### src/rtl/utf8_validator_assert.svh
// ----------------------------------------------------------------------------
// utf8_validator assertion macros
// shared concurrent assertion forms for the utf8 validator
// ----------------------------------------------------------------------------
`ifndef UTF8_VALIDATOR_ASSERT_SVH
`define UTF8_VALIDATOR_ASSERT_SVH

// same-cycle implication
`define UTF8V_ASSERT_NOW(label, clk, rst, ante, cons, msg) \
   label: assert property (@(posedge clk) disable iff (rst) (ante) |-> (cons)) \
      else $error(msg);

// next-cycle implication
`define UTF8V_ASSERT_NEXT(label, clk, rst, ante, cons, msg) \
   label: assert property (@(posedge clk) disable iff (rst) (ante) |=> (cons)) \
      else $error(msg);

`endif

### src/rtl/utf8v_pkg.sv
`timescale 1ns / 1ps
// ----------------------------------------------------------------------------
// utf8v_pkg
// types and byte-range constants of the utf8 validator
// ----------------------------------------------------------------------------
package utf8v_pkg;

   typedef enum logic [2:0] {
      KIND_PLAIN = 3'd0,
      KIND_E0    = 3'd1,
      KIND_ED    = 3'd2,
      KIND_F0    = 3'd3,
      KIND_F4    = 3'd4
   } kind_type;

   typedef enum logic [1:0] {
      ST_RUNNING = 2'd0,
      ST_VALID   = 2'd1,
      ST_INVALID = 2'd2
   } status_type;

   typedef struct packed {
      logic [1:0] pend;
      kind_type   kind;
      logic       err;
   } state_type;

   typedef struct packed {
      status_type status;
      logic       done;
   } result_type;

   localparam state_type STATE_RESET = '{pend: 2'd0, kind: KIND_PLAIN, err: 1'b0};

   localparam logic [7:0] ASCII_HI   = 8'h7F;
   localparam logic [7:0] LEAD2_LO   = 8'hC2;
   localparam logic [7:0] LEAD2_HI   = 8'hDF;
   localparam logic [7:0] LEAD_E0    = 8'hE0;
   localparam logic [7:0] LEAD_ED    = 8'hED;
   localparam logic [7:0] LEAD_F0    = 8'hF0;
   localparam logic [7:0] LEAD_F4    = 8'hF4;
   localparam logic [7:0] CONT_LO    = 8'h80;
   localparam logic [7:0] CONT_HI    = 8'hBF;
   localparam logic [7:0] CONT_E0_LO = 8'hA0;
   localparam logic [7:0] CONT_ED_HI = 8'h9F;
   localparam logic [7:0] CONT_F0_LO = 8'h90;
   localparam logic [7:0] CONT_F4_HI = 8'h8F;

endpackage

### src/rtl/utf8v_if.sv
`timescale 1ns / 1ps
// ----------------------------------------------------------------------------
// utf8v_req_if / utf8v_rsp_if
// valid/ready channels for input bytes and status results
// ----------------------------------------------------------------------------
interface utf8v_req_if;
   logic       valid;
   logic       ready;
   logic [7:0] data_byte;
   logic       last_byte;

   modport source (output valid, output data_byte, output last_byte, input ready);
   modport sink   (input valid, input data_byte, input last_byte, output ready);
endinterface

interface utf8v_rsp_if;
   logic       valid;
   logic       ready;
   logic [1:0] status;
   logic       string_done;

   modport source (output valid, output status, output string_done, input ready);
   modport sink   (input valid, input status, input string_done, output ready);
endinterface

### src/rtl/utf8_validator.sv
`timescale 1ns / 1ps
// ----------------------------------------------------------------------------
// utf8_validator
// strict utf-8 checker (nul forbidden), one status result per input byte
// ----------------------------------------------------------------------------
// Takes one byte per clock and returns one result per byte: a running status,
// or on the byte flagged last the final verdict, after which the checker state
// clears for the next string. Throughput is one byte every cycle until a
// stalled output fills the result buffer; a byte's result passes the input
// register, then the result register, set by the single state-update step
// between them. The two-entry buffer keeps input flowing while a result waits.
// ----------------------------------------------------------------------------
`include "utf8_validator_assert.svh"

module utf8_validator (
   input  logic              clock,
   input  logic              reset,
   utf8v_req_if.sink         req_chan,
   utf8v_rsp_if.source       rsp_chan
);

   // input register
   logic                  s1_valid_ff;
   logic                  s1_valid_in;
   logic [7:0]            s1_byte_ff;
   logic                  s1_last_ff;
   logic                  s1_move;
   logic                  req_take;

   // checker state
   utf8v_pkg::state_type  state_ff;
   utf8v_pkg::state_type  state_in;
   utf8v_pkg::state_type  step_state;
   utf8v_pkg::result_type step_result;

   // result register and skid
   logic                  out_valid_ff;
   logic                  out_valid_in;
   utf8v_pkg::result_type out_ff;
   utf8v_pkg::result_type out_in;
   logic                  skid_valid_ff;
   logic                  skid_valid_in;
   utf8v_pkg::result_type skid_ff;
   utf8v_pkg::result_type skid_in;
   logic                  out_free;

   utf8v_step u_step (
      .cur_state (state_ff),
      .data_byte (s1_byte_ff),
      .last_byte (s1_last_ff),
      .nxt_state (step_state),
      .result    (step_result)
   );

   assign s1_move          = s1_valid_ff && !skid_valid_ff;
   assign req_chan.ready   = !s1_valid_ff || !skid_valid_ff;
   assign req_take         = req_chan.valid && req_chan.ready;
   assign out_free         = !out_valid_ff || rsp_chan.ready;

   always_comb begin
      s1_valid_in = req_take || (s1_valid_ff && !s1_move);
      state_in    = s1_move ? step_state : state_ff;

      out_valid_in  = out_valid_ff;
      out_in        = out_ff;
      skid_valid_in = skid_valid_ff;
      skid_in       = skid_ff;
      if (out_free) begin
         if (skid_valid_ff) begin
            out_in        = skid_ff;
            out_valid_in  = 1'b1;
            skid_valid_in = 1'b0;
         end else if (s1_move) begin
            out_in       = step_result;
            out_valid_in = 1'b1;
         end else begin
            out_valid_in = 1'b0;
         end
      end else if (s1_move) begin
         skid_in       = step_result;
         skid_valid_in = 1'b1;
      end
   end

   always_ff @(posedge clock) begin
      if (reset) begin
         s1_valid_ff   <= 1'b0;
         state_ff      <= utf8v_pkg::STATE_RESET;
         out_valid_ff  <= 1'b0;
         skid_valid_ff <= 1'b0;
      end else begin
         s1_valid_ff   <= s1_valid_in;
         state_ff      <= state_in;
         out_valid_ff  <= out_valid_in;
         skid_valid_ff <= skid_valid_in;
      end
   end

   always_ff @(posedge clock) begin
      if (req_take) begin
         s1_byte_ff <= req_chan.data_byte;
         s1_last_ff <= req_chan.last_byte;
      end
      out_ff  <= out_in;
      skid_ff <= skid_in;
   end

   assign rsp_chan.valid       = out_valid_ff;
   assign rsp_chan.status      = out_ff.status;
   assign rsp_chan.string_done = out_ff.done;

   `UTF8V_ASSERT_NOW(a_skid_behind_out, clock, reset, skid_valid_ff, out_valid_ff,
      "skid holds a result while the result register is empty")

   `UTF8V_ASSERT_NOW(a_verdict_final, clock, reset,
      out_valid_ff && out_ff.done,
      out_ff.status == utf8v_pkg::ST_VALID || out_ff.status == utf8v_pkg::ST_INVALID,
      "final verdict carries a running status")

   `UTF8V_ASSERT_NEXT(a_last_clears, clock, reset, s1_move && s1_last_ff,
      state_ff == utf8v_pkg::STATE_RESET,
      "checker state not cleared after the last byte")

   `UTF8V_ASSERT_NEXT(a_error_sticky, clock, reset,
      state_ff.err && !(s1_move && s1_last_ff), state_ff.err,
      "error flag dropped inside a string")

endmodule

### src/rtl/utf8v_step.sv
`timescale 1ns / 1ps
// ----------------------------------------------------------------------------
// utf8v_step
// one-byte update of the utf8 checker state and its status result
// ----------------------------------------------------------------------------
module utf8v_step (
   input  utf8v_pkg::state_type  cur_state,
   input  logic [7:0]            data_byte,
   input  logic                  last_byte,
   output utf8v_pkg::state_type  nxt_state,
   output utf8v_pkg::result_type result
);

   logic [7:0] cont_lo;
   logic [7:0] cont_hi;
   logic       cont_ok;

   always_comb begin
      cont_lo = utf8v_pkg::CONT_LO;
      cont_hi = utf8v_pkg::CONT_HI;
      case (cur_state.kind)
         utf8v_pkg::KIND_E0: begin
            cont_lo = utf8v_pkg::CONT_E0_LO;
         end
         utf8v_pkg::KIND_ED: begin
            cont_hi = utf8v_pkg::CONT_ED_HI;
         end
         utf8v_pkg::KIND_F0: begin
            cont_lo = utf8v_pkg::CONT_F0_LO;
         end
         utf8v_pkg::KIND_F4: begin
            cont_hi = utf8v_pkg::CONT_F4_HI;
         end
         default: begin
         end
      endcase
      cont_ok = (data_byte >= cont_lo) && (data_byte <= cont_hi);
   end

   always_comb begin
      nxt_state = cur_state;
      if (!cur_state.err) begin
         if (cur_state.pend == 2'd0) begin
            case (data_byte) inside
               8'h00: begin
                  nxt_state.err = 1'b1;
               end
               [8'h01:utf8v_pkg::ASCII_HI]: begin
               end
               [utf8v_pkg::LEAD2_LO:utf8v_pkg::LEAD2_HI]: begin
                  nxt_state.pend = 2'd1;
                  nxt_state.kind = utf8v_pkg::KIND_PLAIN;
               end
               utf8v_pkg::LEAD_E0: begin
                  nxt_state.pend = 2'd2;
                  nxt_state.kind = utf8v_pkg::KIND_E0;
               end
               utf8v_pkg::LEAD_ED: begin
                  nxt_state.pend = 2'd2;
                  nxt_state.kind = utf8v_pkg::KIND_ED;
               end
               [8'hE1:8'hEF]: begin
                  nxt_state.pend = 2'd2;
                  nxt_state.kind = utf8v_pkg::KIND_PLAIN;
               end
               utf8v_pkg::LEAD_F0: begin
                  nxt_state.pend = 2'd3;
                  nxt_state.kind = utf8v_pkg::KIND_F0;
               end
               [8'hF1:8'hF3]: begin
                  nxt_state.pend = 2'd3;
                  nxt_state.kind = utf8v_pkg::KIND_PLAIN;
               end
               utf8v_pkg::LEAD_F4: begin
                  nxt_state.pend = 2'd3;
                  nxt_state.kind = utf8v_pkg::KIND_F4;
               end
               default: begin
                  nxt_state.err = 1'b1;
               end
            endcase
         end else if (cont_ok) begin
            nxt_state.pend = cur_state.pend - 2'd1;
            nxt_state.kind = utf8v_pkg::KIND_PLAIN;
         end else begin
            nxt_state.err = 1'b1;
         end
      end

      if (last_byte) begin
         result.status = (nxt_state.err || (nxt_state.pend != 2'd0)) ?
                         utf8v_pkg::ST_INVALID : utf8v_pkg::ST_VALID;
         result.done   = 1'b1;
         nxt_state     = utf8v_pkg::STATE_RESET;
      end else begin
         result.status = nxt_state.err ? utf8v_pkg::ST_INVALID : utf8v_pkg::ST_RUNNING;
         result.done   = 1'b0;
      end
   end

endmodule
### src/flat_wrapper.sv
// flat-port wrapper written by rule: the top's interface ports become plain ports
module utf8_validator_flat 
  (clock, reset, req_chan_valid, req_chan_data_byte, req_chan_last_byte, req_chan_ready, rsp_chan_valid, rsp_chan_status, rsp_chan_string_done, rsp_chan_ready);
  utf8v_req_if req_chan_i ();
  utf8v_rsp_if rsp_chan_i ();
  input  logic clock;
  input  logic reset;
  input wire logic [$bits(req_chan_i.valid)-1:0] req_chan_valid;
  input wire logic [$bits(req_chan_i.data_byte)-1:0] req_chan_data_byte;
  input wire logic [$bits(req_chan_i.last_byte)-1:0] req_chan_last_byte;
  output wire logic [$bits(req_chan_i.ready)-1:0] req_chan_ready;
  output wire logic [$bits(rsp_chan_i.valid)-1:0] rsp_chan_valid;
  output wire logic [$bits(rsp_chan_i.status)-1:0] rsp_chan_status;
  output wire logic [$bits(rsp_chan_i.string_done)-1:0] rsp_chan_string_done;
  input wire logic [$bits(rsp_chan_i.ready)-1:0] rsp_chan_ready;
  assign req_chan_i.valid = req_chan_valid;
  assign req_chan_i.data_byte = req_chan_data_byte;
  assign req_chan_i.last_byte = req_chan_last_byte;
  assign req_chan_ready = req_chan_i.ready;
  assign rsp_chan_valid = rsp_chan_i.valid;
  assign rsp_chan_status = rsp_chan_i.status;
  assign rsp_chan_string_done = rsp_chan_i.string_done;
  assign rsp_chan_i.ready = rsp_chan_ready;
  utf8_validator u_core (.clock(clock), .reset(reset), .req_chan(req_chan_i), .rsp_chan(rsp_chan_i));
endmodule
### config.mk
export PLATFORM = sky130hd
export DESIGN_NAME = utf8_validator_flat
export DESIGN_NICKNAME = d
export VERILOG_FILES = /design/src/rtl/utf8v_pkg.sv /design/src/rtl/utf8v_if.sv /design/src/rtl/utf8_validator.sv /design/src/rtl/utf8v_step.sv /design/src/flat_wrapper.sv
export VERILOG_INCLUDE_DIRS = /design/src /design/src/rtl
export SDC_FILE = /design/constraint.sdc
export NUM_CORES = 1
export LEC_CHECK = 0
export ABC_AREA = 1
export BUFFER_PORTS_ARGS = -buffer_cell sky130_fd_sc_hd__buf_2
export CORE_MARGIN = 10
export CORE_UTILIZATION = 40
export DETAILED_ROUTE_END_ITERATION = 7
export RECOVER_POWER = 25
export SKIP_CTS_REPAIR_TIMING = 1
export SLEW_MARGIN = 20
export SYNTH_ARGS = -nofsm -noshare
export SYNTH_HDL_FRONTEND = slang
export SYNTH_SLANG_ARGS = --single-unit
### constraint.sdc
create_clock -name clock -period 3.5 [get_ports clock]
set_clock_uncertainty 0.15 [all_clocks]
set_input_delay 0.175 -clock clock [delete_from_list [all_inputs] [get_ports clock]]
set_output_delay 0.175 -clock clock [all_outputs]
set_load 0.02 [all_outputs]
# [Word-level counts from Yosys, hierarchy flattened]
# Index checks and enable logic that the tools add are counted.
[word_totals] elab_cells=93 regBits=24
[classes] bitwise_logic=1 n_mux=32 addsub=1 eq_ne=12 n_lt_le_gt_ge=10 n_reduce_logical=25
[op_table] op="2-to-1 mux 5 bit" n=10
[op_table] op="equality test 8 bit, second input constant" n=4
[op_table] op=">= comparator 8 bit, second input constant" n=3
[op_table] op="less-or-equal comparator 8 bit, second input constant" n=3
[op_table] op="case mux 6 bit (2 select lines)" n=2
[op_table] op="2-to-1 mux 6 bit" n=3
[op_table] op="2-to-1 mux 1 bit" n=12
[op_table] op="2-to-1 mux 3 bit" n=3
[op_table] op="!= test 9 x 1 -> 1 bit, second input constant" n=1
[op_table] op=">= comparator 8 x 1 -> 1 bit, second input constant" n=1
[op_table] op=">= comparator 8 bit" n=1
[op_table] op="less-or-equal comparator 8 x 7 -> 1 bit, second input constant" n=1
[op_table] op="less-or-equal comparator 8 bit" n=1
[op_table] op="logical AND 1 bit" n=8
[op_table] op="logical NOT 8 bit" n=1
[op_table] op="equality test 3 x 2 -> 1 bit, second input constant" n=2
[op_table] op="!= test 3 x 2 -> 1 bit, second input constant" n=2
[op_table] op="AND reduction 6 bit" n=1
[op_table] op="logical NOT 1 bit" n=4
[op_table] op="logical OR 1 bit" n=4
[op_table] op="2-to-1 mux 2 bit" n=2
[op_table] op="AND reduction 2 bit" n=2
[op_table] op="nonzero test 2 bit" n=2
[op_table] op="equality test 3 x 1 -> 1 bit, second input constant" n=1
[op_table] op="7 further kinds" n=7

# [Logic depth before layout (Yosys ltp)]
[logic_depth] ltp_word=18 depth_mapped=17 ltp_nobuf=17

# [Hierarchy]
# A second synthesis with hierarchy kept.
[unflattened] cells_unflattened=216 area_unflattened_um2=1585.3
[by_module_without_submodules] mod="utf8_validator" cells_per_inst=80 area_each_um2=892.1 n_inst=1
[by_module_without_submodules] mod="utf8v_step" cells_per_inst=136 area_each_um2=693.2 n_inst=1

# [Least setup slack after synthesis]
# No wires, ideal clock.
[synth_path] path_kind="register to register" start="reg u_core.state_ff[2] (netlist name)" end="reg u_core.skid_ff[2] (netlist name), data pin" required_time_ps=3095 arrival_ps=1627 slack_ps=1468 stages_incl_launch_ff=16 cell_sequence="dfxtp_1 -> inv_1 -> nand2_1 -> a21oi_1 -> ha_1 -> nand2_1 -> nand2_1 -> nand2_1 -> nand2_1 -> nand2_2 -> nand2_2 -> nand2_2 -> nand2_1 -> nor2_2 -> nand3_2 -> and2_1"
[synth_lines] element="start: declaration" line="utf8_validator.sv:31" rtl="utf8v_pkg::state_type state_ff;"
[synth_lines] element="start signal: assignment" line="utf8_validator.sv:88" rtl="state_ff <= utf8v_pkg::STATE_RESET;"
[synth_lines] element="start signal: assignment" line="utf8_validator.sv:93" rtl="state_ff <= state_in;"
[synth_lines] element="end signal: assignment" line="utf8_validator.sv:105" rtl="skid_ff <= skid_in;"
[synth_lines] element="end: declaration" line="utf8_validator.sv:43" rtl="utf8v_pkg::result_type skid_ff;"

==> results.cfg <==
[cts]
clockBufferDepth = 2
cts.sink_count = 24
root_buffer = clkbuf_4
clock_latency_ns = 0.32
cts_buffers = 3
clkTransAtPathRegs_ns = 0.14
cts_htree_levels = 1
cts_tree = done

[placement]
place_congestion = 0.919
portBuffers = 17
place_worst_setup_slack_ns = 1.25
post_dp_cell_area_um2 = 1520
dp_cells = 240
hpwl_mm = 2.23

[worst_setup_path]
crit_path_cell_trace = inv_1, nand2_1, a21oi_1, ha_1, nand2_1, nand2_1, nand2_1, nand2_1, nand2_2, nand2_2, nand2_2, nand2_1, nor2_2, nand3_2, and2_1
worstReg2RegEnd = u_core.skid_ff[2]$_DFFE_PP_
cp-start-kind = register
reg2reg_depth = 15
r2r_setup_slack_ns = 1.22
cp_max_fo = 4
regToRegStartpoint = u_core.state_ff[2]$_SDFFE_PP0P_
worstPathRequired_ns = 3.45
slowest_delay_ns = 0.35
end_kind = register
crit_arrival_ns = 2.23
crit_path_top_delay_cell = dfxtp_1
crit_type = register to register
crit_path_frequent_cell = nand2_1

[synthesis]
synth-seq-area-share_pct = 45.4
syn_inst = 179
netlist-cell-type-count = 24
syn_area_per_cell_um2 = 7.76
synth_area_um2 = 1390
synth_seq_cells = 24
yosys_warnings = 0
syn_nets = 197

[pwr]
power.total_uw = 601
power_density_nw_per_um2 = 354
leakage_nw = 0.749
ir_drop_v = 0.000217

[route]
first_pass_iters = 4
drt-total-wl_mm = 2.82
vias = 1210
final_antenna_net_count = 0
wire_per_inst_um = 11.0
vias_per_cell = 4.71
drc = 0
drt_iter0_markers = 61

[global_routing]
grt_pass1_wl_mm = 4.87
grt_start_max_net_pins = 15
globalRouteOverflowTotal = 0
grt_pass1_vias = 1100
antenna_found_initial = 0
grtUsageTotal_pct = 9.44

[sta]
relSlewSlack_pct = 36.8
whs_ns = 0.325
setup_viol = 0
layout_setup_ws_ns = 1.22
worstMarginPinSlew_ns = 0.948
fmaxAchievable_mhz = 438
finalHoldViolCount = 0
fin_crit_sh_pct = 65.2
tns_ns = 0
rsz0062_at_grt = no
drv_slew = 0
fin_crit_ns = 2.28

[floorplan]
die-area_um2 = 6230
start_util_pct = 41.6
die_w_um = 78.9
rows = 21
die_height_um = 78.9
core_area_um2 = 3340
ioPinCount = 18

[final_layout]
fin_nets = 230
final_common_cell = nand2_1
layout-drive-gt1-share_pct = 19.4
layout.area.seq_um2 = 631
fillers = 351
most-common-layout-cells = nand2_1, nor2_1, inv_1
final_cells = 257
fin_util_pct = 50.9
syn_to_final_growth_pct = 22.3
multi_input_area_um2 = 661
stdcell_area_um2 = 1700
antenna_cells = 0

[status]
status = finished, final reports clean

[min_path]
worstHoldEndpoint = u_core.state_ff[5]$_SDFFE_PP0P_
hold_path_class = register to register
worstHoldStart = u_core.state_ff[5]$_SDFFE_PP0P_
whs_path_depth = 2

[job]
maxCapViolations = 0
## flip-flops by register name, summed over array words and instances (netlist names)
| name | cells |
|---|---|
| u_core.skid_valid_ff | 1 |
| u_core.s1_valid_ff | 1 |
| u_core.rsp_chan.valid | 1 |
| u_core.skid_ff | 3 |
| u_core.s1_last_ff | 1 |
| u_core.s1_byte_ff | 8 |
| u_core.rsp_chan.status | 2 |
| u_core.state_ff | 6 |
| u_core.rsp_chan.string_done | 1 |
## cell usage after synthesis, drive strengths merged
library cell	instances	area [µm²]
nor2	23	104
buf	1	7.51
o21ai	6	33.8
ha	5	62.6
dfxtp	9	180
nand3	15	95.1
nor4	3	25.0
nand2	61	241
edfxtp	15	450
inv	23	86.3
and2	1	6.26
nand4	1	6.26
nor3	2	10.0
a21oi	13	76.3
clkbuf	1	3.75
## layout make-up
class	instances	share of cell area, %
Multi-Input combinational cell	130	38.9
Sequential cell	24	37.1
Timing Repair Buffer	30	12.7
Inverter	23	5.08
Tap cell	46	3.39
Clock buffer	4	2.80
## report_power, final
part / switching [mW] / internal, mW / total, mW
combinational: 0.0585 / 0.0412 / 0.0996
sequential: 0.0101 / 0.316 / 0.326
clock: 0.0887 / 0.0873 / 0.176
## critical path, delay by kind of cell, from the launching register on
| family | cells | cell delay (ns) |
|---|---|---|
| and+or+nand+nor | 12 | 1.07 |
| DFF | 1 | 0.35 |
| adders and majority gates | 1 | 0.26 |
| AOI/OAI and AO/OA | 1 | 0.14 |
| buffers and inverters | 1 | 0.10 |
## cells by family (layout without fill, tap and decap cells)
logic type | count (synthesis) | in the layout | synth area share, %
AOI/OAI and AO/OA | 19 | 19 | 7.93
DFF | 24 | 24 | 45.4
buffers and inverters | 25 | 57 | 7.03
and+or+nand+nor | 106 | 106 | 35.1
adders and majority gates | 5 | 5 | 4.50
## worst max path at each step
stage,start,end,depth (start not counted)
after global placement,u_core.state_ff[2]$_SDFFE_PP0P_,u_core.skid_ff[2]$_DFFE_PP_,15
after floorplan,u_core.state_ff[2]$_SDFFE_PP0P_,u_core.skid_ff[2]$_DFFE_PP_,15
final,u_core.state_ff[2]$_SDFFE_PP0P_,u_core.skid_ff[2]$_DFFE_PP_,15
after detailed placement,u_core.state_ff[2]$_SDFFE_PP0P_,u_core.skid_ff[2]$_DFFE_PP_,15
after global routing,u_core.state_ff[2]$_SDFFE_PP0P_,u_core.skid_ff[2]$_DFFE_PP_,15
after CTS,u_core.state_ff[2]$_SDFFE_PP0P_,u_core.skid_ff[2]$_DFFE_PP_,15
## per-layer routing
metal  part of all wire (%)  global-route usage, %  vias to the layer above  wire (µm)
met4                    1.3                   3.76                        0         38
met2                     44                   14.6                       25       1250
met5                      0                      0                        -          0
li1                       -                      -                      644          -
met1                     49                   12.3                      536       1400
met3                    4.9                   2.36                        5        139
Note: power is estimated with default switching activity, not from simulation.
